==> src/rtl/acep_pkg.sv <==
// ----------------------------------------------------------------------------
// acep_pkg
// Types and constants shared by the escape sequence parser modules.
// ----------------------------------------------------------------------------
package acep_pkg;

    localparam int unsigned RGB_W   = 24;
    localparam int unsigned BYTE_W  = 8;
    localparam int unsigned PHASE_W = 3;
    localparam int unsigned CODE_W  = 3;
    localparam int unsigned CFG_IDX_W = 1;

    // parse phase codes
    localparam logic [PHASE_W-1:0] PH_IDLE       = 3'd0;
    localparam logic [PHASE_W-1:0] PH_ESC        = 3'd1;
    localparam logic [PHASE_W-1:0] PH_BRACKET    = 3'd2;
    localparam logic [PHASE_W-1:0] PH_DIGIT      = 3'd3;
    localparam logic [PHASE_W-1:0] PH_BACKGROUND = 3'd4;

    // pending color codes: 0..5 are table colors
    localparam logic [CODE_W-1:0] CODE_RESET = 3'd6;
    localparam logic [CODE_W-1:0] CODE_NONE  = 3'd7;

    // configuration register indexes
    localparam logic [CFG_IDX_W-1:0] CFG_DEFAULT_FG = 1'd0;
    localparam logic [CFG_IDX_W-1:0] CFG_DEFAULT_BG = 1'd1;

    localparam logic [RGB_W-1:0] DEFAULT_FG_RESET = 24'hFFFFFF;
    localparam logic [RGB_W-1:0] DEFAULT_BG_RESET = 24'h000000;

    // characters of interest
    localparam logic [BYTE_W-1:0] CH_ESC     = 8'h1B;
    localparam logic [BYTE_W-1:0] CH_LBRACK  = 8'h5B;
    localparam logic [BYTE_W-1:0] CH_SEMI    = 8'h3B;
    localparam logic [BYTE_W-1:0] CH_UPPER_J = 8'h4A;
    localparam logic [BYTE_W-1:0] CH_LOWER_M = 8'h6D;
    localparam logic [BYTE_W-1:0] CH_0       = 8'h30;
    localparam logic [BYTE_W-1:0] CH_2       = 8'h32;
    localparam logic [BYTE_W-1:0] CH_3       = 8'h33;
    localparam logic [BYTE_W-1:0] CH_4       = 8'h34;
    localparam logic [BYTE_W-1:0] CH_5       = 8'h35;
    localparam logic [BYTE_W-1:0] CH_9       = 8'h39;

    typedef struct packed {
        logic [PHASE_W-1:0] phase;
        logic [BYTE_W-1:0]  held_digit;
        logic [CODE_W-1:0]  pending_fg;
        logic [CODE_W-1:0]  pending_bg;
        logic [RGB_W-1:0]   display_fg;
        logic [RGB_W-1:0]   display_bg;
    } t_parse_state;

    typedef struct packed {
        logic [RGB_W-1:0] default_fg;
        logic [RGB_W-1:0] default_bg;
    } t_defaults;

    typedef struct packed {
        t_parse_state state;
        logic         clear;
        logic         applied;
    } t_step_result;

    // fixed color table, other codes select the default register
    function automatic logic [RGB_W-1:0] code_to_rgb(
        input logic [CODE_W-1:0] code,
        input logic [RGB_W-1:0]  dflt
    );
        logic [RGB_W-1:0] rgb;
        case (code)
            3'd0:    rgb = 24'h000000;
            3'd1:    rgb = 24'hFF0000;
            3'd2:    rgb = 24'h50C878;
            3'd3:    rgb = 24'hFFD700;
            3'd4:    rgb = 24'h6495ED;
            3'd5:    rgb = 24'hFF00FF;
            default: rgb = dflt;
        endcase
        return rgb;
    endfunction

endpackage

==> src/rtl/acep_byte_if.sv <==
// ----------------------------------------------------------------------------
// acep_byte_if
// Byte stream channel into the escape sequence parser.
// ----------------------------------------------------------------------------
interface acep_byte_if;
    logic                        valid;
    logic                        ready;
    logic [acep_pkg::BYTE_W-1:0] in_byte;

    modport source (output valid, output in_byte, input ready);
    modport sink   (input valid, input in_byte, output ready);
endinterface

==> src/rtl/acep_color_if.sv <==
// ----------------------------------------------------------------------------
// acep_color_if
// Result channel carrying shown colors and event flags.
// ----------------------------------------------------------------------------
interface acep_color_if;
    logic                       valid;
    logic                       ready;
    logic [acep_pkg::RGB_W-1:0] shown_fg_rgb;
    logic [acep_pkg::RGB_W-1:0] shown_bg_rgb;
    logic                       clear_request;
    logic                       color_applied;

    modport source (output valid, output shown_fg_rgb, output shown_bg_rgb,
                    output clear_request, output color_applied, input ready);
    modport sink   (input valid, input shown_fg_rgb, input shown_bg_rgb,
                    input clear_request, input color_applied, output ready);
endinterface

==> src/rtl/ansi_color_escape_parser_unit.sv <==
// ----------------------------------------------------------------------------
// ansi_color_escape_parser_unit
// Terminal byte parser for clear-screen and SGR color escape sequences.
// ----------------------------------------------------------------------------
//
//  channel   dir   handshake       payload
//  i_in      in    valid/ready     in_byte[7:0]
//  o_out     out   valid/ready     shown_fg_rgb, shown_bg_rgb, clear_request,
//                                  color_applied
//  i_cfg_*   in    write enable    index[0], data[23:0], no read-back
//
//  one byte per cycle unless stalled: a byte transfer updates the parse state
//  and loads the result register at the same edge; the result is valid next cycle
//  the result register acts as the output stage: a new byte is taken while it
//  is empty or while its contents transfer out in the same cycle
//  a stalled output holds both the result and the input (ready drops)
//  synchronous active-low reset: idle phase, no pending codes, default colors
//
module ansi_color_escape_parser_unit (
    input  logic                                 i_clk,
    input  logic                                 i_rst_n,
    input  logic                                 i_cfg_we,
    input  logic [acep_pkg::CFG_IDX_W-1:0]       i_cfg_idx,
    input  logic [acep_pkg::RGB_W-1:0]           i_cfg_data,
    acep_byte_if.sink                            i_in,
    acep_color_if.source                         o_out
);

    // default color registers
    acep_pkg::t_defaults    r_defaults;

    // parse state, including the shown colors
    acep_pkg::t_parse_state r_state;

    // result register
    logic                          r_out_valid;
    logic [acep_pkg::RGB_W-1:0]    r_out_fg;
    logic [acep_pkg::RGB_W-1:0]    r_out_bg;
    logic                          r_out_clear;
    logic                          r_out_applied;

    acep_pkg::t_step_result w_step;
    logic                   w_in_xfer;
    logic                   w_out_xfer;

    // room in the result register when it is empty or draining this cycle
    assign i_in.ready = !r_out_valid || o_out.ready;
    assign w_in_xfer  = i_in.valid && i_in.ready;
    assign w_out_xfer = r_out_valid && o_out.ready;

    acep_step u_step (
        .i_state    (r_state),
        .i_defaults (r_defaults),
        .i_byte     (i_in.in_byte),
        .o_result   (w_step)
    );

    // configuration writes; the one-bit index selects either default register
    always_ff @(posedge i_clk) begin
        if (!i_rst_n) begin
            r_defaults.default_fg <= acep_pkg::DEFAULT_FG_RESET;
            r_defaults.default_bg <= acep_pkg::DEFAULT_BG_RESET;
        end else if (i_cfg_we) begin
            case (i_cfg_idx)
                acep_pkg::CFG_DEFAULT_FG: r_defaults.default_fg <= i_cfg_data;
                acep_pkg::CFG_DEFAULT_BG: r_defaults.default_bg <= i_cfg_data;
                default: ;
            endcase
        end
    end

    // parse state advances on every byte transfer
    always_ff @(posedge i_clk) begin
        if (!i_rst_n) begin
            r_state.phase      <= acep_pkg::PH_IDLE;
            r_state.held_digit <= '0;
            r_state.pending_fg <= acep_pkg::CODE_NONE;
            r_state.pending_bg <= acep_pkg::CODE_NONE;
            r_state.display_fg <= acep_pkg::DEFAULT_FG_RESET;
            r_state.display_bg <= acep_pkg::DEFAULT_BG_RESET;
        end else if (w_in_xfer) begin
            r_state <= w_step.state;
        end
    end

    // result valid flag
    always_ff @(posedge i_clk) begin
        if (!i_rst_n) begin
            r_out_valid <= 1'b0;
        end else if (w_in_xfer) begin
            r_out_valid <= 1'b1;
        end else if (w_out_xfer) begin
            r_out_valid <= 1'b0;
        end
    end

    // result payload, colors taken after the update
    always_ff @(posedge i_clk) begin
        if (w_in_xfer) begin
            r_out_fg      <= w_step.state.display_fg;
            r_out_bg      <= w_step.state.display_bg;
            r_out_clear   <= w_step.clear;
            r_out_applied <= w_step.applied;
        end
    end

    assign o_out.valid         = r_out_valid;
    assign o_out.shown_fg_rgb  = r_out_fg;
    assign o_out.shown_bg_rgb  = r_out_bg;
    assign o_out.clear_request = r_out_clear;
    assign o_out.color_applied = r_out_applied;

    // a byte transfer always leaves a result behind
    a_xfer_gives_result: assert property (@(posedge i_clk) disable iff (!i_rst_n)
        w_in_xfer |=> r_out_valid)
        else $error("byte transfer did not produce a result");

    // a clear only completes from the digit phase
    a_clear_from_digit: assert property (@(posedge i_clk) disable iff (!i_rst_n)
        (w_in_xfer && w_step.clear) |-> (r_state.phase == acep_pkg::PH_DIGIT))
        else $error("clear outside digit phase");

    // one byte never both clears and applies a color
    a_clear_apply_excl: assert property (@(posedge i_clk) disable iff (!i_rst_n)
        r_out_valid |-> !(r_out_clear && r_out_applied))
        else $error("clear and color apply on the same byte");

    // shown colors change only on an applying byte
    a_colors_hold: assert property (@(posedge i_clk) disable iff (!i_rst_n)
        (w_in_xfer && !w_step.applied) |=>
            ($stable(r_state.display_fg) && $stable(r_state.display_bg)))
        else $error("shown colors changed without apply");

    // an applied color leaves both pending codes set
    a_apply_needs_codes: assert property (@(posedge i_clk) disable iff (!i_rst_n)
        (w_in_xfer && w_step.applied) |=>
            (r_state.pending_fg != acep_pkg::CODE_NONE &&
             r_state.pending_bg != acep_pkg::CODE_NONE))
        else $error("color applied with a missing pending code");

endmodule

==> src/rtl/acep_step.sv <==
// ----------------------------------------------------------------------------
// acep_step
// Next-state logic of the parser for one byte.
// ----------------------------------------------------------------------------
module acep_step (
    input  acep_pkg::t_parse_state       i_state,
    input  acep_pkg::t_defaults          i_defaults,
    input  logic [acep_pkg::BYTE_W-1:0]  i_byte,
    output acep_pkg::t_step_result       o_result
);

    acep_pkg::t_parse_state n_state;
    logic                   w_try;
    logic                   w_clear;
    logic                   w_applied;
    logic                   w_is_digit;
    logic                   w_is_code;

    assign w_is_digit = (i_byte inside {[acep_pkg::CH_0:acep_pkg::CH_9]});
    assign w_is_code  = (i_byte inside {[acep_pkg::CH_0:acep_pkg::CH_5]});

    always_comb begin
        n_state   = i_state;
        w_try     = 1'b0;
        w_clear   = 1'b0;
        w_applied = 1'b0;
        case (i_state.phase)
            acep_pkg::PH_ESC: begin
                n_state.phase = (i_byte == acep_pkg::CH_LBRACK) ?
                                acep_pkg::PH_BRACKET : acep_pkg::PH_IDLE;
            end
            acep_pkg::PH_BRACKET: begin
                if (w_is_digit) begin
                    n_state.phase      = acep_pkg::PH_DIGIT;
                    n_state.held_digit = i_byte;
                end else begin
                    n_state.phase = acep_pkg::PH_IDLE;
                end
            end
            acep_pkg::PH_DIGIT: begin
                if (i_state.held_digit == acep_pkg::CH_2 && i_byte == acep_pkg::CH_UPPER_J) begin
                    w_clear       = 1'b1;
                    n_state.phase = acep_pkg::PH_IDLE;
                end else if (i_state.held_digit == acep_pkg::CH_0 &&
                             i_byte == acep_pkg::CH_LOWER_M) begin
                    n_state.pending_fg = acep_pkg::CODE_RESET;
                    n_state.pending_bg = acep_pkg::CODE_RESET;
                    w_try              = 1'b1;
                    n_state.phase      = acep_pkg::PH_IDLE;
                end else if (i_state.held_digit == acep_pkg::CH_3 && w_is_code) begin
                    // '0'..'5' map to codes through their low bits
                    n_state.pending_fg = i_byte[acep_pkg::CODE_W-1:0];
                end else if (i_byte == acep_pkg::CH_SEMI) begin
                    n_state.phase      = acep_pkg::PH_BACKGROUND;
                    n_state.held_digit = '0;
                end else if (i_byte == acep_pkg::CH_LOWER_M) begin
                    // bare terminator resets the background
                    n_state.pending_bg = acep_pkg::CODE_RESET;
                    w_try              = 1'b1;
                    n_state.phase      = acep_pkg::PH_IDLE;
                end else begin
                    n_state.phase = acep_pkg::PH_IDLE;
                end
            end
            acep_pkg::PH_BACKGROUND: begin
                if (i_state.held_digit == '0 && w_is_digit) begin
                    n_state.held_digit = i_byte;
                end else if (i_state.held_digit == acep_pkg::CH_4 && w_is_code) begin
                    n_state.pending_bg = i_byte[acep_pkg::CODE_W-1:0];
                end else if (i_byte == acep_pkg::CH_LOWER_M) begin
                    w_try         = 1'b1;
                    n_state.phase = acep_pkg::PH_IDLE;
                end else begin
                    n_state.phase = acep_pkg::PH_IDLE;
                end
            end
            default: begin
                n_state.phase = (i_byte == acep_pkg::CH_ESC) ?
                                acep_pkg::PH_ESC : acep_pkg::PH_IDLE;
            end
        endcase

        // apply only when both pending codes are set
        if (w_try && n_state.pending_fg != acep_pkg::CODE_NONE &&
            n_state.pending_bg != acep_pkg::CODE_NONE) begin
            w_applied          = 1'b1;
            n_state.display_fg = acep_pkg::code_to_rgb(n_state.pending_fg,
                                                       i_defaults.default_fg);
            n_state.display_bg = acep_pkg::code_to_rgb(n_state.pending_bg,
                                                       i_defaults.default_bg);
        end
    end

    assign o_result.state   = n_state;
    assign o_result.clear   = w_clear;
    assign o_result.applied = w_applied;

endmodule

==> src/flat_wrapper.sv <==
// flat-port wrapper written by rule: the top's interface ports become plain ports
module ansi_color_escape_parser_unit_flat 
  (i_clk, i_rst_n, i_cfg_we, i_cfg_idx, i_cfg_data, i_in_valid, i_in_in_byte, i_in_ready, o_out_valid, o_out_shown_fg_rgb, o_out_shown_bg_rgb, o_out_clear_request, o_out_color_applied, o_out_ready);
  acep_byte_if i_in_i ();
  acep_color_if o_out_i ();
  input  logic i_clk;
  input  logic i_rst_n;
  input  logic i_cfg_we;
  input  logic [acep_pkg::CFG_IDX_W-1:0] i_cfg_idx;
  input  logic [acep_pkg::RGB_W-1:0] i_cfg_data;
  input wire logic [$bits(i_in_i.valid)-1:0] i_in_valid;
  input wire logic [$bits(i_in_i.in_byte)-1:0] i_in_in_byte;
  output wire logic [$bits(i_in_i.ready)-1:0] i_in_ready;
  output wire logic [$bits(o_out_i.valid)-1:0] o_out_valid;
  output wire logic [$bits(o_out_i.shown_fg_rgb)-1:0] o_out_shown_fg_rgb;
  output wire logic [$bits(o_out_i.shown_bg_rgb)-1:0] o_out_shown_bg_rgb;
  output wire logic [$bits(o_out_i.clear_request)-1:0] o_out_clear_request;
  output wire logic [$bits(o_out_i.color_applied)-1:0] o_out_color_applied;
  input wire logic [$bits(o_out_i.ready)-1:0] o_out_ready;
  assign i_in_i.valid = i_in_valid;
  assign i_in_i.in_byte = i_in_in_byte;
  assign i_in_ready = i_in_i.ready;
  assign o_out_valid = o_out_i.valid;
  assign o_out_shown_fg_rgb = o_out_i.shown_fg_rgb;
  assign o_out_shown_bg_rgb = o_out_i.shown_bg_rgb;
  assign o_out_clear_request = o_out_i.clear_request;
  assign o_out_color_applied = o_out_i.color_applied;
  assign o_out_i.ready = o_out_ready;
  ansi_color_escape_parser_unit u_core (.i_clk(i_clk), .i_rst_n(i_rst_n), .i_cfg_we(i_cfg_we), .i_cfg_idx(i_cfg_idx), .i_cfg_data(i_cfg_data), .i_in(i_in_i), .o_out(o_out_i));
endmodule
==> config.mk <==
export PLATFORM = sky130hd
export DESIGN_NAME = ansi_color_escape_parser_unit_flat
export DESIGN_NICKNAME = d
export VERILOG_FILES = /design/src/rtl/acep_pkg.sv /design/src/rtl/acep_byte_if.sv /design/src/rtl/acep_color_if.sv /design/src/rtl/ansi_color_escape_parser_unit.sv /design/src/rtl/acep_step.sv /design/src/flat_wrapper.sv
export SDC_FILE = /design/constraint.sdc
export NUM_CORES = 1
export LEC_CHECK = 0
export BUFFER_PORTS_ARGS = -buffer_cell sky130_fd_sc_hd__buf_2
export CORE_ASPECT_RATIO = 1.4
export CORE_MARGIN = 2
export CORE_UTILIZATION = 45
export CTS_BUF_LIST = sky130_fd_sc_hd__clkbuf_8 sky130_fd_sc_hd__clkbuf_16
export CTS_CLUSTER_SIZE = 40
export DETAILED_ROUTE_END_ITERATION = 7
export PLACE_DENSITY = 0.69
export SLEW_MARGIN = 20
export SYNTH_ARGS = -nofsm -noshare
export SYNTH_HDL_FRONTEND = slang
export SYNTH_SLANG_ARGS = --single-unit
==> constraint.sdc <==
create_clock -name i_clk -period 2.45 [get_ports i_clk]
set_input_delay 0.1225 -clock i_clk [delete_from_list [all_inputs] [get_ports i_clk]]
set_output_delay 0.1225 -clock i_clk [all_outputs]
set_load 0.02 [all_outputs]
==> flow_summary.ini <==
[critical_path]
path_max_fanout = 6
cp_slowest_cell = dfxtp_1
crit_cells = 8
cp-start-kind = flop
critical_path_class = flop to flop
critPathCaptureType = flop
cp_top_family = simple AND/OR/NAND/NOR gates
crit_buf_inv = 1
required_ns = 2.61
crit_chain = nor4_2 > nor4b_4 > buf_4 > o211ai_1 > a22oi_4 > nand2_1 > o22ai_1 > o21ai_0
crit_arrival_ns = 2.53
rr_worst_depth = 8
max_stage_delay_ns = 0.36
rrSetupSlack_ns = 0.08

[routing]
finalWirelength_mm = 19.0
vias = 6250
wl_per_cell_um = 17.0
ant_nets = 0
drc_errors = 0
drt-initial-drc-count = 378
via_per_inst = 5.60
detail_route.first_pass.iterations = 5

[synthesis]
synthArstFlopShare_pct = 0
synth_area_leader_cell = dfxtp_1
yosysUniqueCellTypes = 73
synthMuxAreaShare_pct = 0.141
synth_edf_count = 50
synth_top_family_by_area = compound AO/OA/AOI/OAI gates
synth-compound-area-share_pct = 21.8
synthXorXnorAreaFrac_pct = 0
synth_flop_cell = dfxtp_1
yosys.area.top_type_share_pct = 32.1
synth_cells = 781
synthAdderAreaFrac_pct = 0
yosys_warnings = 0
yosys.area_share.simple_pct = 20.4
syn_avg_cell_area_um2 = 9.11
seq_area_frac_synth_pct = 53.2
syn-num-nets = 819
synthesis.area_um2 = 7120
netlist_top_cells_area = dfxtp_1, edfxtp_1, nand2_1, a21oi_1, o21ai_0
ys_ff_latch = 164

[clock_tree]
clk_transition_reported_paths_ns = 0.07
clkLatencyLatePin_ns = 0.43
cts_buffers = 17
clockRootBuffer = clkbuf_16
cts_tree = built
clockBufferDepth = 2
cts.htree.levels = 4
cts_num_sinks = 164

[min_path]
hp-class = input pin to flop
min_path_cells = 3

[final_layout]
design_area_um2 = 8840
final_util_pct = 56.9
antennaDiodeCount = 0
multiInputGateArea_um2 = 3110
nets = 945
fin_cells = 1116
drive_above_1_share_pct = 23.4
area_growth_syn_to_layout_pct = 24.2
final-seq-area_um2 = 3780
nFillCells = 1404

[floorplanning]
die_y_um = 153
initial_utilization_pct = 45.8
pin_count = 90
die_area_um2 = 16900
die_w_um = 110
placementRows = 54
coreArea_um2 = 15500

[placement]
io_buffers = 89
dp_cells = 1052
pre_cts_ws_ns = -0.0416
detailed_place_hpwl_mm = 13.0
postPlaceCellArea_um2 = 7880
place.gp.congestion = 0.845

[global_route]
grt.total_usage_pct = 23.2
grt_max_degree = 49
grtUsageMet3_pct = 4.23
grt_use_met1_pct = 27.8
top_usage_layer = met2
grt_overflow_total = 0
met2_usage_pct = 39.8
grt_pass1_wl_mm = 30.2
antenna_found_initial = 0
grt_pass1_vias = 6063

[sta]
min_period_ns = 2.37
max_slew_margin_pct = 35.7
slew_viol_final = 0
clock_skew_ns = 0.0110
rsz0062_at_grt = yes
fmax_mhz = 422
worst_slack_ns = 0.0814
setup_viol = 0
tightest_slew_ns = 0.964
hold_viol = 0
timing.final.crit_share_pct = 96.7

[job]
maxCapViolCount = 0

[pwr]
ir_drop_v = 0.000577
p_per_area_nw_per_um2 = 681
power_leakage_nw = 3.50

[outcome]
status = finished, final reports clean
per-layer routing:
metal | wire length [um] | share of wire, %
met5 | 0 | 0
met4 | 721 | 3.8
met3 | 997 | 5.2
met2 | 9460 | 50
met1 | 7820 | 41
area by class of cell:
class | count | share of cell area [%]
Sequential cell | 164 | 42.8
Multi-Input combinational cell | 555 | 35.2
Timing Repair Buffer | 160 | 12.3
Clock buffer | 17 | 4.81
Tap cell | 196 | 2.77
Clock inverter | 15 | 1.61
Inverter | 9 | 0.425
report_power, final:
part	total [W]	switching, W	internal (W)
sequential	0.00292	0.0000520	0.00286
clock	0.00255	0.00120	0.00134
combinational	0.000552	0.000354	0.000198
total	0.00602	0.00161	0.00441
flip-flops by register name (all words and copies together) (netlist names):
signal and cells:
u_core.r_state 65, u_core.r_defaults 48, u_core.o_out.shown_bg_rgb 24, u_core.o_out.shown_fg_rgb 24, u_core.o_out.clear_request 1, u_core.o_out.color_applied 1
u_core.o_out.valid 1
kinds of logic (layout without fill, tap and decap cells):
family,after synthesis,after routing
multiplexers,1,1
buffers and inverters,62,201
AO/OA/AOI/OAI,246,246
AND/OR/NAND/NOR,308,308
flip-flops,164,164
metrics by stage:
stage | hold WS, ns | setup TNS, ns | total power, W
global route | 0.0527 | -0.0451 | 0.00621
finish | 0.0374 | 0 | 0.00602
CTS | 0.0336 | 0 | 0.00602
floorplan | 0.247 | 0 | 0.00327
detailed placement | 0.355 | -0.173 | 0.00347
global placement | 0.353 | -0.202 | 0.00346
worst register-to-register path, stage by stage, from the launching register on:
cell	delay (ns)
dfxtp_1	0.36
nor4_2	0.36
nor4b_4	0.33
buf_4	0.18
o211ai_1	0.14
a22oi_4	0.27
nand2_1	0.16
o22ai_1	0.20
o21ai_0	0.12
what timing repair did:
| item | 4_1_cts | 5_1_grt |
|---|---|---|
| pin swaps | 1 | 2 |
| hold endpoints to repair | 49 | 0 |
| setup buffers | 2 | 5 |
| hold buffers | 25 | 0 |
| endpoints found under the setup margin | 13 | 44 |
| gates resized for setup | 6 | 15 |
placed cells by master, fill, tap and decap left out, types with 4 or more instances in the layout:
master | Yosys | final
inv_1 | 8 | 7
a21oi_1 | 80 | 79
buf_4 | 7 | 42
o31ai_1 | 4 | 4
buf_12 | 0 | 4
nand4_1 | 5 | 5
o211ai_1 | 20 | 20
o21ai_1 | 28 | 29
o21ai_0 | 54 | 52
buf_2 | 11 | 89
nand2_1 | 178 | 176
clkbuf_16 | 0 | 17
dlygate4sd3_1 | 0 | 25
clkinvlp_4 | 0 | 5
a31oi_1 | 8 | 8
a21o_1 | 5 | 4
nor2_1 | 41 | 41
dfxtp_1 | 114 | 113
inv_8 | 0 | 5
nand3_1 | 34 | 33
o22ai_1 | 5 | 4
a22oi_1 | 4 | 4
edfxtp_1 | 50 | 50
nand2b_1 | 8 | 8
cell usage after synthesis, drive strengths merged (7+ instances only):
master  number
nand2b       8
o22ai        7
a21oi       84
inv          9
nor2        44
buf         27
nand2      179
o21ai       84
dfxtp      114
clkbuf      26
edfxtp      50
o211ai      20
nand3       34
a31oi        8
worst paths after layout:
check                                            endpoint                            start
setup / recovery  u_core.o_out.shown_fg_rgb[22]$_DFFE_PP_  u_core.r_state[55]$_SDFFE_PN0P_
hold / removal            u_core.o_out.valid$_SDFFE_PN0P_                      o_out_ready
setup reg to reg  u_core.o_out.shown_fg_rgb[22]$_DFFE_PP_  u_core.r_state[55]$_SDFFE_PN0P_
hold reg to reg           u_core.r_state[11]$_SDFFE_PN0P_  u_core.r_state[11]$_SDFFE_PN0P_
Power figures use the tool's default switching activity.
